==> src/hdl/dfpq_pkg.sv <==
`default_nettype none
package dfpq_pkg;

	localparam int TYPE_W = 6;
	localparam int PRI_W  = 6;
	localparam int DIR_W  = 3;
	localparam int STAT_W = 2;

	localparam logic [DIR_W-1:0] DIR_NONE = 3'd6;

	localparam logic [STAT_W-1:0] STATUS_OK    = 2'd0;
	localparam logic [STAT_W-1:0] STATUS_FULL  = 2'd1;
	localparam logic [STAT_W-1:0] STATUS_EMPTY = 2'd2;

	localparam logic CMD_ADD    = 1'b0;
	localparam logic CMD_SELECT = 1'b1;

	typedef enum logic [1:0] {
		ST_IDLE,
		ST_SCAN,
		ST_DONE
	} state_t;

	// storage update broadcast to every slot cell
	typedef struct packed {
		logic append;
		logic remove;
	} slot_ctl_t;

endpackage
`default_nettype wire

==> src/hdl/direction_filtered_priority_queue.sv <==
`default_nettype none
// Ordered buffer of SLOTS items held in a row of slot cells. A command (add or
// select) is accepted only while the block is idle. Its result is loaded after a
// registered search wave has walked the cell row from the oldest slot to the newest
// (best match and per-direction count) in the scan state; the done state then
// appends or removes and compacts and loads the result register. The block then
// returns to idle, where it takes the next beat. One command is worked at a time; a
// new beat is accepted while the previous result still waits on out_stall, and that
// command's finishing cycle is held until the waiting result is taken.
module direction_filtered_priority_queue #(
	parameter int SLOTS    = 8,
	parameter int TAG_BITS = 16
) (
	input  wire                          clk,
	input  wire                          arst_n,
	input  wire                          in_valid,
	output logic                         in_stall,
	input  wire                          command,
	input  wire [dfpq_pkg::TYPE_W-1:0]   good_type,
	input  wire [dfpq_pkg::PRI_W-1:0]    priority_req,
	input  wire [dfpq_pkg::DIR_W-1:0]    direction,
	input  wire [TAG_BITS-1:0]           item_tag,
	output logic                         out_valid,
	input  wire                          out_stall,
	output logic [dfpq_pkg::STAT_W-1:0]  status,
	output logic                         found,
	output logic [dfpq_pkg::TYPE_W-1:0]  out_good_type,
	output logic [TAG_BITS-1:0]          out_item_tag,
	output logic [dfpq_pkg::DIR_W-1:0]   notify_direction,
	output logic [$clog2(SLOTS+1)-1:0]   count_for_direction,
	output logic [$clog2(SLOTS+1)-1:0]   occupancy
);
	import dfpq_pkg::*;

	localparam int CNT_W = $clog2(SLOTS+1);
	localparam int IDX_W = $clog2(SLOTS);
	localparam logic [CNT_W-1:0] FULL_CNT = CNT_W'(SLOTS);
	localparam logic [IDX_W-1:0] LAST_IDX = IDX_W'(SLOTS - 1);

	state_t state_q, state_d;

	logic             cmd_q;
	logic [TYPE_W-1:0] type_q;
	logic [PRI_W-1:0]  pri_q;
	logic [DIR_W-1:0]  dir_q;
	logic [TAG_BITS-1:0] tag_q;
	logic [IDX_W-1:0]  scan_q;
	logic [CNT_W-1:0]  fill_q;

	logic accept;
	logic scan_last;
	logic out_free;
	logic finish;

	slot_ctl_t ctl;

	// chain links, index 0 feeds the first cell, index SLOTS leaves the last
	logic              w_have [SLOTS+1];
	logic [PRI_W-1:0]  w_pri  [SLOTS+1];
	logic [IDX_W-1:0]  w_idx  [SLOTS+1];
	logic [CNT_W-1:0]  w_cnt  [SLOTS+1];
	logic [TYPE_W-1:0] w_type [SLOTS+1];
	logic [TAG_BITS-1:0] w_tag [SLOTS+1];

	logic [TYPE_W-1:0] e_type [SLOTS+1];
	logic [PRI_W-1:0]  e_pri  [SLOTS+1];
	logic [DIR_W-1:0]  e_dir  [SLOTS+1];
	logic [TAG_BITS-1:0] e_tag [SLOTS+1];

	assign w_have[0] = 1'b0;
	assign w_pri[0]  = '0;
	assign w_idx[0]  = '0;
	assign w_cnt[0]  = '0;
	assign w_type[0] = '0;
	assign w_tag[0]  = '0;

	// beyond the last slot, only read on removal past the fill line
	assign e_type[SLOTS] = '0;
	assign e_pri[SLOTS]  = '0;
	assign e_dir[SLOTS]  = DIR_NONE;
	assign e_tag[SLOTS]  = '0;

	for (genvar i = 0; i < SLOTS; i++) begin : g_cell
		dfpq_cell #(
			.SLOTS    (SLOTS),
			.TAG_BITS (TAG_BITS),
			.IDX      (i)
		) u_cell (
			.clk        (clk),
			.ctl        (ctl),
			.fill       (fill_q),
			.best_idx   (w_idx[SLOTS]),
			.search_dir (dir_q),
			.new_type   (type_q),
			.new_pri    (pri_q),
			.new_dir    (dir_q),
			.new_tag    (tag_q),
			.nxt_type   (e_type[i+1]),
			.nxt_pri    (e_pri[i+1]),
			.nxt_dir    (e_dir[i+1]),
			.nxt_tag    (e_tag[i+1]),
			.ent_type_q (e_type[i]),
			.ent_pri_q  (e_pri[i]),
			.ent_dir_q  (e_dir[i]),
			.ent_tag_q  (e_tag[i]),
			.w_have     (w_have[i]),
			.w_pri      (w_pri[i]),
			.w_idx      (w_idx[i]),
			.w_cnt      (w_cnt[i]),
			.w_type     (w_type[i]),
			.w_tag      (w_tag[i]),
			.wo_have_q  (w_have[i+1]),
			.wo_pri_q   (w_pri[i+1]),
			.wo_idx_q   (w_idx[i+1]),
			.wo_cnt_q   (w_cnt[i+1]),
			.wo_type_q  (w_type[i+1]),
			.wo_tag_q   (w_tag[i+1])
		);
	end

	logic full;
	assign full      = fill_q == FULL_CNT;
	assign scan_last = scan_q == LAST_IDX;
	assign out_free  = !out_valid || !out_stall;

	always_comb begin
		state_d = state_q;
		unique case (state_q)
			ST_IDLE: if (in_valid) state_d = ST_SCAN;
			ST_SCAN: if (scan_last) state_d = ST_DONE;
			ST_DONE: if (out_free) state_d = ST_IDLE;
			default: state_d = ST_IDLE;
		endcase
	end

	always_comb begin
		in_stall = 1'b1;
		finish   = 1'b0;
		unique case (state_q)
			ST_IDLE: in_stall = 1'b0;
			ST_SCAN: in_stall = 1'b1;
			ST_DONE: finish   = out_free;
			default: in_stall = 1'b1;
		endcase
		ctl.append = finish && (cmd_q == CMD_ADD) && !full;
		ctl.remove = finish && (cmd_q == CMD_SELECT) && w_have[SLOTS];
	end

	assign accept = in_valid && !in_stall;

	always_ff @(posedge clk or negedge arst_n) begin
		if (!arst_n) begin
			state_q <= ST_IDLE;
			scan_q  <= '0;
			fill_q  <= '0;
		end else begin
			state_q <= state_d;
			if (accept) scan_q <= '0;
			else if (state_q == ST_SCAN) scan_q <= scan_q + IDX_W'(1);
			if (ctl.append) fill_q <= fill_q + CNT_W'(1);
			else if (ctl.remove) fill_q <= fill_q - CNT_W'(1);
		end
	end

	always_ff @(posedge clk) begin
		if (accept) begin
			cmd_q  <= command;
			type_q <= good_type;
			pri_q  <= priority_req;
			// direction seven folds onto none
			dir_q  <= (direction > DIR_NONE) ? DIR_NONE : direction;
			tag_q  <= item_tag;
		end
	end

	always_ff @(posedge clk or negedge arst_n) begin
		if (!arst_n) begin
			out_valid <= 1'b0;
		end else if (finish) begin
			out_valid <= 1'b1;
		end else if (!out_stall) begin
			out_valid <= 1'b0;
		end
	end

	always_ff @(posedge clk) begin
		if (finish) begin
			if (cmd_q == CMD_ADD) begin
				status           <= full ? STATUS_FULL : STATUS_OK;
				found            <= 1'b0;
				out_good_type    <= '0;
				out_item_tag     <= '0;
				notify_direction <= full ? DIR_NONE : dir_q;
				// an appended item carries the counted direction; a full buffer adds none
				count_for_direction <= w_cnt[SLOTS] + CNT_W'(!full);
				occupancy        <= fill_q + CNT_W'(!full);
			end else begin
				status           <= w_have[SLOTS] ? STATUS_OK : STATUS_EMPTY;
				found            <= w_have[SLOTS];
				out_good_type    <= w_have[SLOTS] ? w_type[SLOTS] : '0;
				out_item_tag     <= w_have[SLOTS] ? w_tag[SLOTS] : '0;
				notify_direction <= DIR_NONE;
				count_for_direction <= w_cnt[SLOTS] - CNT_W'(w_have[SLOTS]);
				occupancy        <= fill_q - CNT_W'(w_have[SLOTS]);
			end
		end
	end

endmodule
`default_nettype wire

==> src/hdl/dfpq_cell.sv <==
`default_nettype none
module dfpq_cell #(
	parameter int SLOTS    = 8,
	parameter int TAG_BITS = 16,
	parameter int IDX      = 0
) (
	input  wire                          clk,
	input  wire dfpq_pkg::slot_ctl_t     ctl,
	input  wire [$clog2(SLOTS+1)-1:0]    fill,
	input  wire [$clog2(SLOTS)-1:0]      best_idx,
	input  wire [dfpq_pkg::DIR_W-1:0]    search_dir,
	// item written on append
	input  wire [dfpq_pkg::TYPE_W-1:0]   new_type,
	input  wire [dfpq_pkg::PRI_W-1:0]    new_pri,
	input  wire [dfpq_pkg::DIR_W-1:0]    new_dir,
	input  wire [TAG_BITS-1:0]           new_tag,
	// entry of the next cell, taken on removal
	input  wire [dfpq_pkg::TYPE_W-1:0]   nxt_type,
	input  wire [dfpq_pkg::PRI_W-1:0]    nxt_pri,
	input  wire [dfpq_pkg::DIR_W-1:0]    nxt_dir,
	input  wire [TAG_BITS-1:0]           nxt_tag,
	// own entry, handed to the previous cell
	output logic [dfpq_pkg::TYPE_W-1:0]  ent_type_q,
	output logic [dfpq_pkg::PRI_W-1:0]   ent_pri_q,
	output logic [dfpq_pkg::DIR_W-1:0]   ent_dir_q,
	output logic [TAG_BITS-1:0]          ent_tag_q,
	// search wave from the previous cell
	input  wire                          w_have,
	input  wire [dfpq_pkg::PRI_W-1:0]    w_pri,
	input  wire [$clog2(SLOTS)-1:0]      w_idx,
	input  wire [$clog2(SLOTS+1)-1:0]    w_cnt,
	input  wire [dfpq_pkg::TYPE_W-1:0]   w_type,
	input  wire [TAG_BITS-1:0]           w_tag,
	// search wave to the next cell
	output logic                         wo_have_q,
	output logic [dfpq_pkg::PRI_W-1:0]   wo_pri_q,
	output logic [$clog2(SLOTS)-1:0]     wo_idx_q,
	output logic [$clog2(SLOTS+1)-1:0]   wo_cnt_q,
	output logic [dfpq_pkg::TYPE_W-1:0]  wo_type_q,
	output logic [TAG_BITS-1:0]          wo_tag_q
);
	import dfpq_pkg::*;

	localparam int CNT_W = $clog2(SLOTS+1);
	localparam int IDX_W = $clog2(SLOTS);
	localparam logic [CNT_W-1:0] MY_POS = CNT_W'(IDX);
	localparam logic [IDX_W-1:0] MY_IDX = IDX_W'(IDX);

	logic live;
	logic match;
	logic pick;

	always_comb begin
		live  = MY_POS < fill;
		match = live && (ent_dir_q == search_dir);
		// strict compare keeps the earliest item on a tie
		pick  = match && (search_dir != DIR_NONE) && (!w_have || (ent_pri_q < w_pri));
	end

	always_ff @(posedge clk) begin
		wo_have_q <= w_have | pick;
		wo_pri_q  <= pick ? ent_pri_q  : w_pri;
		wo_idx_q  <= pick ? MY_IDX     : w_idx;
		wo_type_q <= pick ? ent_type_q : w_type;
		wo_tag_q  <= pick ? ent_tag_q  : w_tag;
		wo_cnt_q  <= w_cnt + CNT_W'(match);
	end

	always_ff @(posedge clk) begin
		if (ctl.append && (MY_POS == fill)) begin
			ent_type_q <= new_type;
			ent_pri_q  <= new_pri;
			ent_dir_q  <= new_dir;
			ent_tag_q  <= new_tag;
		end else if (ctl.remove && (MY_IDX >= best_idx)) begin
			ent_type_q <= nxt_type;
			ent_pri_q  <= nxt_pri;
			ent_dir_q  <= nxt_dir;
			ent_tag_q  <= nxt_tag;
		end
	end

endmodule
`default_nettype wire

==> config.mk <==
export PLATFORM = sky130hd
export DESIGN_NAME = direction_filtered_priority_queue
export DESIGN_NICKNAME = d
export VERILOG_FILES = /design/src/hdl/dfpq_pkg.sv /design/src/hdl/direction_filtered_priority_queue.sv /design/src/hdl/dfpq_cell.sv
export SDC_FILE = /design/constraint.sdc
export NUM_CORES = 1
export LEC_CHECK = 0
export BUFFER_PORTS_ARGS = -buffer_cell sky130_fd_sc_hd__buf_4
export CAP_MARGIN = 20
export CORE_ASPECT_RATIO = 1.25
export CORE_MARGIN = 1
export CORE_UTILIZATION = 25
export DETAILED_ROUTE_END_ITERATION = 6
export PLACE_DENSITY = 0.5
export SLEW_MARGIN = 20
export SYNTH_ARGS = -nofsm -noshare
export SYNTH_HDL_FRONTEND = slang
export SYNTH_SLANG_ARGS = --single-unit
export TNS_END_PERCENT = 30
==> constraint.sdc <==
create_clock -name clk -period 5.6 [get_ports clk]
set_input_delay 0.28 -clock clk [delete_from_list [all_inputs] [get_ports clk]]
set_output_delay 0.28 -clock clk [all_outputs]
set_load 0.03 [all_outputs]
==> out/results.txt, run 1 <==
Status - finished, final reports clean
Worst Path Required - 5880 ps
Total congestion overflow - 0
Startpoint types - flop
Power Density - 390 nW/µm²
Synth unique cells - 60
Final Slew Violations - 0
CP top delay family - simple AND/OR/NAND/NOR gates
WL per Instance - 18.5 µm
Cell Rows - 125
Number of buffers created by CTS - 60
Max Clock Skew - 17.3 ps
Min Tclk post-route - 3630 ps
Mapped Avg Cell Area - 15.9 µm²
Clk sinks - 595
Die area - 94,800 µm²
Clock Path Buffers - 3
Finished Layout Cells - 2,868
Final nets - 1,709
Final Setup Violations - 0
Async S/R FF share, synth - 1.68%
Crit path buf inv count - 3
Hpwl dp - 32,100 µm
CP max stage delay - 570 ps
Share of layout cells above drive strength 1 - 37.4%
#FFs+latches synth - 595
Setup Buffers After CTS - 0
Crit-path max FO - 32
Prevailing post-synth register cell - edfxtp_1
Tcrit/Tclk final - 64.9%
Crit path arrival time - 3910 ps
Clk pin slew, worst setup/hold paths - 60 ps
Via Count - 11,930
Hold Path Class - in -> reg
Routability Congestion - 0.722
Synth warn - 0
Global-route wire length before repair - 81,400 µm
Skew-Pair Late Insertion Delay - 630 ps
Clock root cell - clkbuf_16
Drt pass-1 iters - 4
Lkg Pwr - 11.1 nW
Initial DRC Count - 526
Ports - 74
Number of flops mapped to enable cells by yosys - 316
Peak VDD IR - 0.215 mV
Final setup TNS - 0 ps
Via-to-Cell Ratio - 4.16
Final Hold Vio Count - 0
GRT Total Usage - 11.3%
Residual DRC count - 0
Antenna cells - 0
Starting Density - 25.2%
Cell total after placement - 2,717
Die Wd - 276 µm
CP Cell Sequence - inv_1 > ha_1 > a21oi_4 > inv_4 > nor3_4 > nand2_4 > o21ai_4 > buf_4
Core Area - 92,900 µm²
Crit. End Element - flop
Synthesized instance count - 1,476
Max Cap Viol - 0
RSZ-0062 raised after global routing - no
Crit-path slowest cell - dfrtp_1
H-tree depth - 2
Max frequency - 0.275 GHz
Fill count - 9,199
Slew margin rel. - 35.7%
Area growth syn-to-layout - 19.2%
Vias in the first global route - 12,891
CTS tree - built
Post-Syn Nets - 1,575
Core Util, Final - 30.0%
Die height - 344 µm
Port Buf Inserts - 73
Worst-Margin Slew - 961 ps
Total wire length - 53,100 µm
Worst setup path class - reg -> reg
Initial antenna violation count - 0
Post-detailed-route count of antenna-violating nets - 0
Mapped Area - 23,400 µm²
Sequential fraction of the synthesis area - 64.6%
Pin count of the biggest net entering global routing - 40
-- sequential cells by signal (all words and copies together) (netlist names), 3 cells and up --
signal / cells
g_cell.u_cell.ent_tag_q: 128
g_cell.u_cell.wo_tag_q: 128
g_cell.u_cell.ent_pri_q: 48
g_cell.u_cell.ent_type_q: 48
g_cell.u_cell.wo_type_q: 48
g_cell.u_cell.wo_pri_q: 42
g_cell.u_cell.wo_cnt_q: 26
g_cell.u_cell.ent_dir_q: 24
g_cell.u_cell.wo_idx_q: 17
out_item_tag: 16
tag_q: 16
g_cell.u_cell.wo_have_q: 8
out_good_type: 6
pri_q: 6
type_q: 6
count_for_direction: 4
fill_q: 4
occupancy: 4
dir_q: 3
notify_direction: 3
scan_q: 3
-- metal layers --
metal | GRT usage (%) | wire length, µm
met1 | 14.4 | 24100
met4 | 3.21 | 1220
met5 | 0 | 0
met3 | 2.03 | 1860
met2 | 19.5 | 26000
-- cells in the mapped netlist (2+ instances only) --
cell / instances / area (µm²)
mux2_2: 322 / 3630
edfxtp_1: 316 / 9490
dfxtp_1: 269 / 5390
ha_1: 61 / 763
mux2_4: 58 / 871
and3_1: 53 / 332
inv_1: 49 / 184
and2_1: 36 / 225
buf_2: 29 / 145
xor2_1: 29 / 254
mux2_1: 28 / 315
a21oi_1: 19 / 95.1
clkbuf_1: 18 / 67.6
buf_6: 16 / 180
nand2_1: 16 / 60.1
a21o_1: 14 / 105
nand3_1: 14 / 70.1
nand2b_1: 13 / 81.3
o21ai_0: 12 / 60.1
xnor2_1: 11 / 96.3
dfrtp_1: 10 / 250
nor3b_1: 8 / 60.1
o21bai_1: 8 / 60.1
o211ai_1: 7 / 52.6
nor2_1: 6 / 22.5
or2_2: 5 / 31.3
nand2_4: 4 / 45.0
nor3_1: 4 / 20.0
nor4_4: 4 / 85.1
a22o_1: 2 / 17.5
buf_4: 2 / 15.0
fa_1: 2 / 40.0
nor2b_1: 2 / 12.5
nor4b_2: 2 / 30.0
o21a_1: 2 / 15.0
-- cell usage in the layout (no fill, tap or decap), types with 7 or more instances in the layout --
cell type and n:
clkinv_2 8, nor3b_1 8, o211ai_1 7, a21o_1 14
clkbuf_16 68, inv_1 48, nand2_1 14, dlygate4sd3_1 37
buf_4 101, nand3_1 13, nand2b_1 13, and2_1 36
dfxtp_1 269, mux2_2 322, o21ai_0 9, xor2_1 29
ha_1 61, a21oi_1 19, clkbuf_8 9, mux2_1 28
dfrtp_1 10, edfxtp_1 316, o21bai_1 8, xnor2_1 11
mux2_4 58, clkbuf_1 7, and3_1 53
-- path summary, 6_finish.rpt --
kind	from	endpoint	slack, ps	cells past startpoint
max in group asynchronous	arst_n	state_q[1]	4090	4
worst min register to register	g_cell[6].u_cell.wo_idx_q[1]	g_cell[7].u_cell.wo_idx_q[1]	400	1
worst max-delay path	fill_q[1]	g_cell[3].u_cell.ent_pri_q[2]	1970	8
min in group asynchronous	arst_n	fill_q[3]	530	3
worst min-delay path	item_tag[6]	tag_q[6]	370	2
worst max register to register	fill_q[1]	g_cell[3].u_cell.ent_pri_q[2]	1970	8
-- power by group --
part           internal (mW)  switching (mW)
clock                   2.56            1.79
sequential              5.08           0.263
combinational          0.564           0.609
total                   8.20            2.67
-- logic make-up after synthesis --
| kind of cell | share of synthesized area, % |
|---|---|
| flip-flops | 64.6 |
| AND/OR/NAND/NOR | 5.04 |
| adder cells (fa/ha/maj) | 3.43 |
| AO/OA/AOI/OAI | 2.21 |
| XOR/XNOR | 1.50 |
| multiplexers | 20.6 |
| buffers and inverters | 2.57 |
-- what timing repair did --
item / 4_1_cts / 5_1_grt
hold buffers: 37 / 0
endpoints found under the hold margin: 44 / 0
resized for setup: 0 / 0
endpoints found under the setup margin: 0 / 0
-- stage by stage --
stage | instance area, µm² | setup WS (ps) | hold WS [ps] | total power [mW]
floorplan | 23400 | 841 | -15.6 | 6.17
global placement | 25400 | 2010 | 115 | 6.59
detailed placement | 25400 | 1900 | 119 | 6.61
CTS | 27900 | 1890 | 326 | 11.0
global route | 27900 | 1750 | 341 | 11.3
finish | 27900 | 1970 | 372 | 10.9
-- area by class of cell --
type | instances | area, µm² | share of cell area [%]
Multi-Input combinational cell | 765 | 7770 | 27.9
Timing Repair Buffer | 138 | 1130 | 4.05
Clock inverter | 29 | 315 | 1.13
Clock buffer | 85 | 1860 | 6.66
Sequential cell | 595 | 15100 | 54.2
Inverter | 50 | 190 | 0.682
Tap cell | 1206 | 1510 | 5.41
(Power assumes the default switching activity.)
==> inputs of run 2 (changes only) <==
--- a/config.mk
+++ b/config.mk
@@ -5,13 +5,14 @@
 export SDC_FILE = /design/constraint.sdc
 export NUM_CORES = 1
 export LEC_CHECK = 0
+export ABC_AREA = 1
 export BUFFER_PORTS_ARGS = -buffer_cell sky130_fd_sc_hd__buf_4
 export CAP_MARGIN = 20
 export CORE_ASPECT_RATIO = 1.25
 export CORE_MARGIN = 1
 export CORE_UTILIZATION = 25
 export DETAILED_ROUTE_END_ITERATION = 6
-export PLACE_DENSITY = 0.5
+export PLACE_DENSITY = 0.49
 export SLEW_MARGIN = 20
 export SYNTH_ARGS = -nofsm -noshare
 export SYNTH_HDL_FRONTEND = slang
==> constraint.sdc (replaced) <==
create_clock -name clk -period 3.6 [get_ports clk]
set_input_delay 0.18 -clock clk [delete_from_list [all_inputs] [get_ports clk]]
set_output_delay 0.18 -clock clk [all_outputs]
set_load 0.03 [all_outputs]
==> run 2 against run 1 <==
  * Register-to-register slack got worse by 1200 ps
  * Via count rose by 32%
  * Synthesized cell count rose by 61%
  * Non-clock buffer count rose by 20
  * Power rose by 86%
  * Sequential power rose by 74%
  * Flip-flop and latch count did not move
  * Critical endpoint is now g_cell[2].u_cell.ent_pri_q[5]
  * Largest power group unchanged
==> out/results.txt, run 2 <==
Power Density - 724 nW/µm²
Startpoint types - flop
CTS resizes - 0
Commonest non-fill, non-tap cell in the layout - nand2_1
Clock root cell - clkbuf_16
Worst setup path class - reg -> reg
Adder-cell share of the synthesized area - 3.44%
Cell Rows - 125
Skew-Pair Late Insertion Delay - 630 ps
Sequential fraction of the synthesis area - 64.7%
Final setup TNS - 0 ps
Number of buffers created by CTS - 67
Final Slew Violations - 0
Clk pin slew, worst setup/hold paths - 60 ps
Total congestion overflow - 0
Status - finished, final reports clean
Count leader, synth - nand2_1
GRT Total Usage - 12.5%
#FFs+latches synth - 595
Residual DRC count - 0
Via Count - 15,781
Worst Path Required - 3930 ps
Post-Synth XOR/XNOR Area - 0.824%
Share of layout cells above drive strength 1 - 10.0%
Clock Path Buffers - 3
Hold slack - 264 ps
Synth warn - 0
H-tree depth - 3
Crit. End Element - flop
Antenna cells - 0
CTS tree - built
Commonest cells after routing, fill and taps aside - nand2_1, edfxtp_1, dfxtp_1
Crit-path slowest cell - buf_4
Prevailing post-synth register cell - edfxtp_1
Worst hold path startpoint - priority_req[0]
Vias in the first global route - 15,559
Post-Syn Nets - 2,480
Clk sinks - 595
Setup Buffers After CTS - 0
Core Util, Final - 30.1%
RSZ-0062 raised after global routing - no
Initial DRC Count - 1,092
Main combinational cell family by area after synthesis - simple AND/OR/NAND/NOR gates
Port Buf Inserts - 73
Worst R2R Start - fill_q[0]
Number of flops mapped to enable cells by yosys - 316
Crit-path max FO - 62
Mux cell area share after synthesis - 0%
Max Cap Viol - 0
Synthesized instance count - 2,381
Die area - 94,800 µm²
Top post-synthesis cells by area - edfxtp_1, dfxtp_1, nand2_1, o21ai_0, nand3_1
Peak VDD IR - 0.279 mV
Hold Path Class - in -> reg
Drt pass-1 iters - 5
Slew margin rel. - 42.8%
Total wire length - 58,300 µm
Max Clock Skew - 30.1 ps
Post-synth top cells - nand2_1, edfxtp_1, dfxtp_1
Global-route wire length before repair - 91,300 µm
Biggest regs - g_cell.u_cell.ent_tag_q x128, g_cell.u_cell.wo_tag_q x128
Die Wd - 276 µm
Worst-Margin Slew - 856 ps
Die height - 344 µm
Post-detailed-route count of antenna-violating nets - 0
Tcrit/Tclk final - 78.7%
Routability Congestion - 0.773
Crit path from - fill_q[0]
Crit path arrival time - 3160 ps
WL per Instance - 15.6 µm
Starting Density - 25.2%
Core Area - 92,700 µm²
Critical Path Most Common Cell - buf_4
Final nets - 2,586
Mapped Area - 23,400 µm²
Max frequency - 0.353 GHz
Synth unique cells - 40
Post-synthesis compound-gate area fraction - 5.74%
Lkg Pwr - 12.0 nW
Final Setup Violations - 0
Mapped Avg Cell Area - 9.82 µm²
Synth top area share - 40.6%
CP max stage delay - 550 ps
Async S/R FF share, synth - 1.68%
Hpwl dp - 39,200 µm
CP Cell Sequence - inv_1 > ha_1 > nand3_1 > nand2_2 > nor2_4 > buf_4 > nand4_2 > buf_4 > o21ai_0
Via-to-Cell Ratio - 4.21
Pin count of the biggest net entering global routing - 63
Post-synth top area cell - edfxtp_1
Ports - 74
Simple-gate share of the synthesized area - 19.7%
Min Tclk post-route - 2830 ps
Area growth syn-to-layout - 19.3%
Initial antenna violation count - 0
Final Hold Vio Count - 0
run 2: metrics by stage:
step / power [mW] / setup WS, ps / area [µm²] / cells
floorplan: 12.1 / 411 / 23400 / 2381
global placement: 13.5 / 850 / 25300 / 3588
detailed placement: 13.6 / 753 / 25300 / 3588
CTS: 20.5 / 752 / 27900 / 3747
global route: 21.4 / 531 / 27900 / 3747
finish: 20.2 / 767 / 27900 / 3747
run 2: path summary, 6_finish.rpt:
check	to	slack (ps)	cells past startpoint
worst max register to register	g_cell[2].u_cell.ent_pri_q[5]	770	9
max in group asynchronous	fill_q[1]	2590	3
worst max-delay path	g_cell[2].u_cell.ent_pri_q[5]	770	9
worst min-delay path	pri_q[0]	260	2
worst min register to register	g_cell[3].u_cell.wo_idx_q[0]	410	2
min in group asynchronous	out_valid	620	3
run 2: layout make-up:
class / instances / area (µm²)
Tap cell: 1206 / 1510
Inverter: 202 / 763
Multi-Input combinational cell: 1463 / 6970
Fill cell: 9618 / 64800
Clock inverter: 28 / 318
Clock buffer: 95 / 1870
Timing Repair Buffer: 158 / 1340
Sequential cell: 595 / 15100
run 2: layer usage:
metal  global-route usage (%)  up-vias  share of wire [%]
met3                     1.68       76                4.6
li1                         -     7990                  -
met2                     20.5      352                 47
met4                     4.21        0                2.1
met5                        0        -                  0
met1                     16.8     7363                 46
run 2: cell families after synthesis:
logic type / Yosys count
xor gates and xnor gates: 22
buffers and inverters: 323
adders and majority gates: 63
DFF: 595
and+or+nand+nor: 1118
AOI/OAI and AO/OA: 260
run 2: timing repair:
item                                    CTS  global route
hold buffers                             36             0
hold endpoints to repair                 45             0
endpoints found under the setup margin    0             0
run 2: critical path: cells and delay by family (launching register included):
kind	cells	cell delay (ps)
AND/OR/NAND/NOR	4	640
flip-flops	1	410
buffers and inverters	3	970
adder cells (fa/ha/maj)	1	320
AO/OA/AOI/OAI	1	180
run 2: where the power goes:
group          internal, mW  switching (mW)
clock network          3.96            2.87
logic                  1.30            2.76
registers              8.75           0.548
total                  14.0            6.17
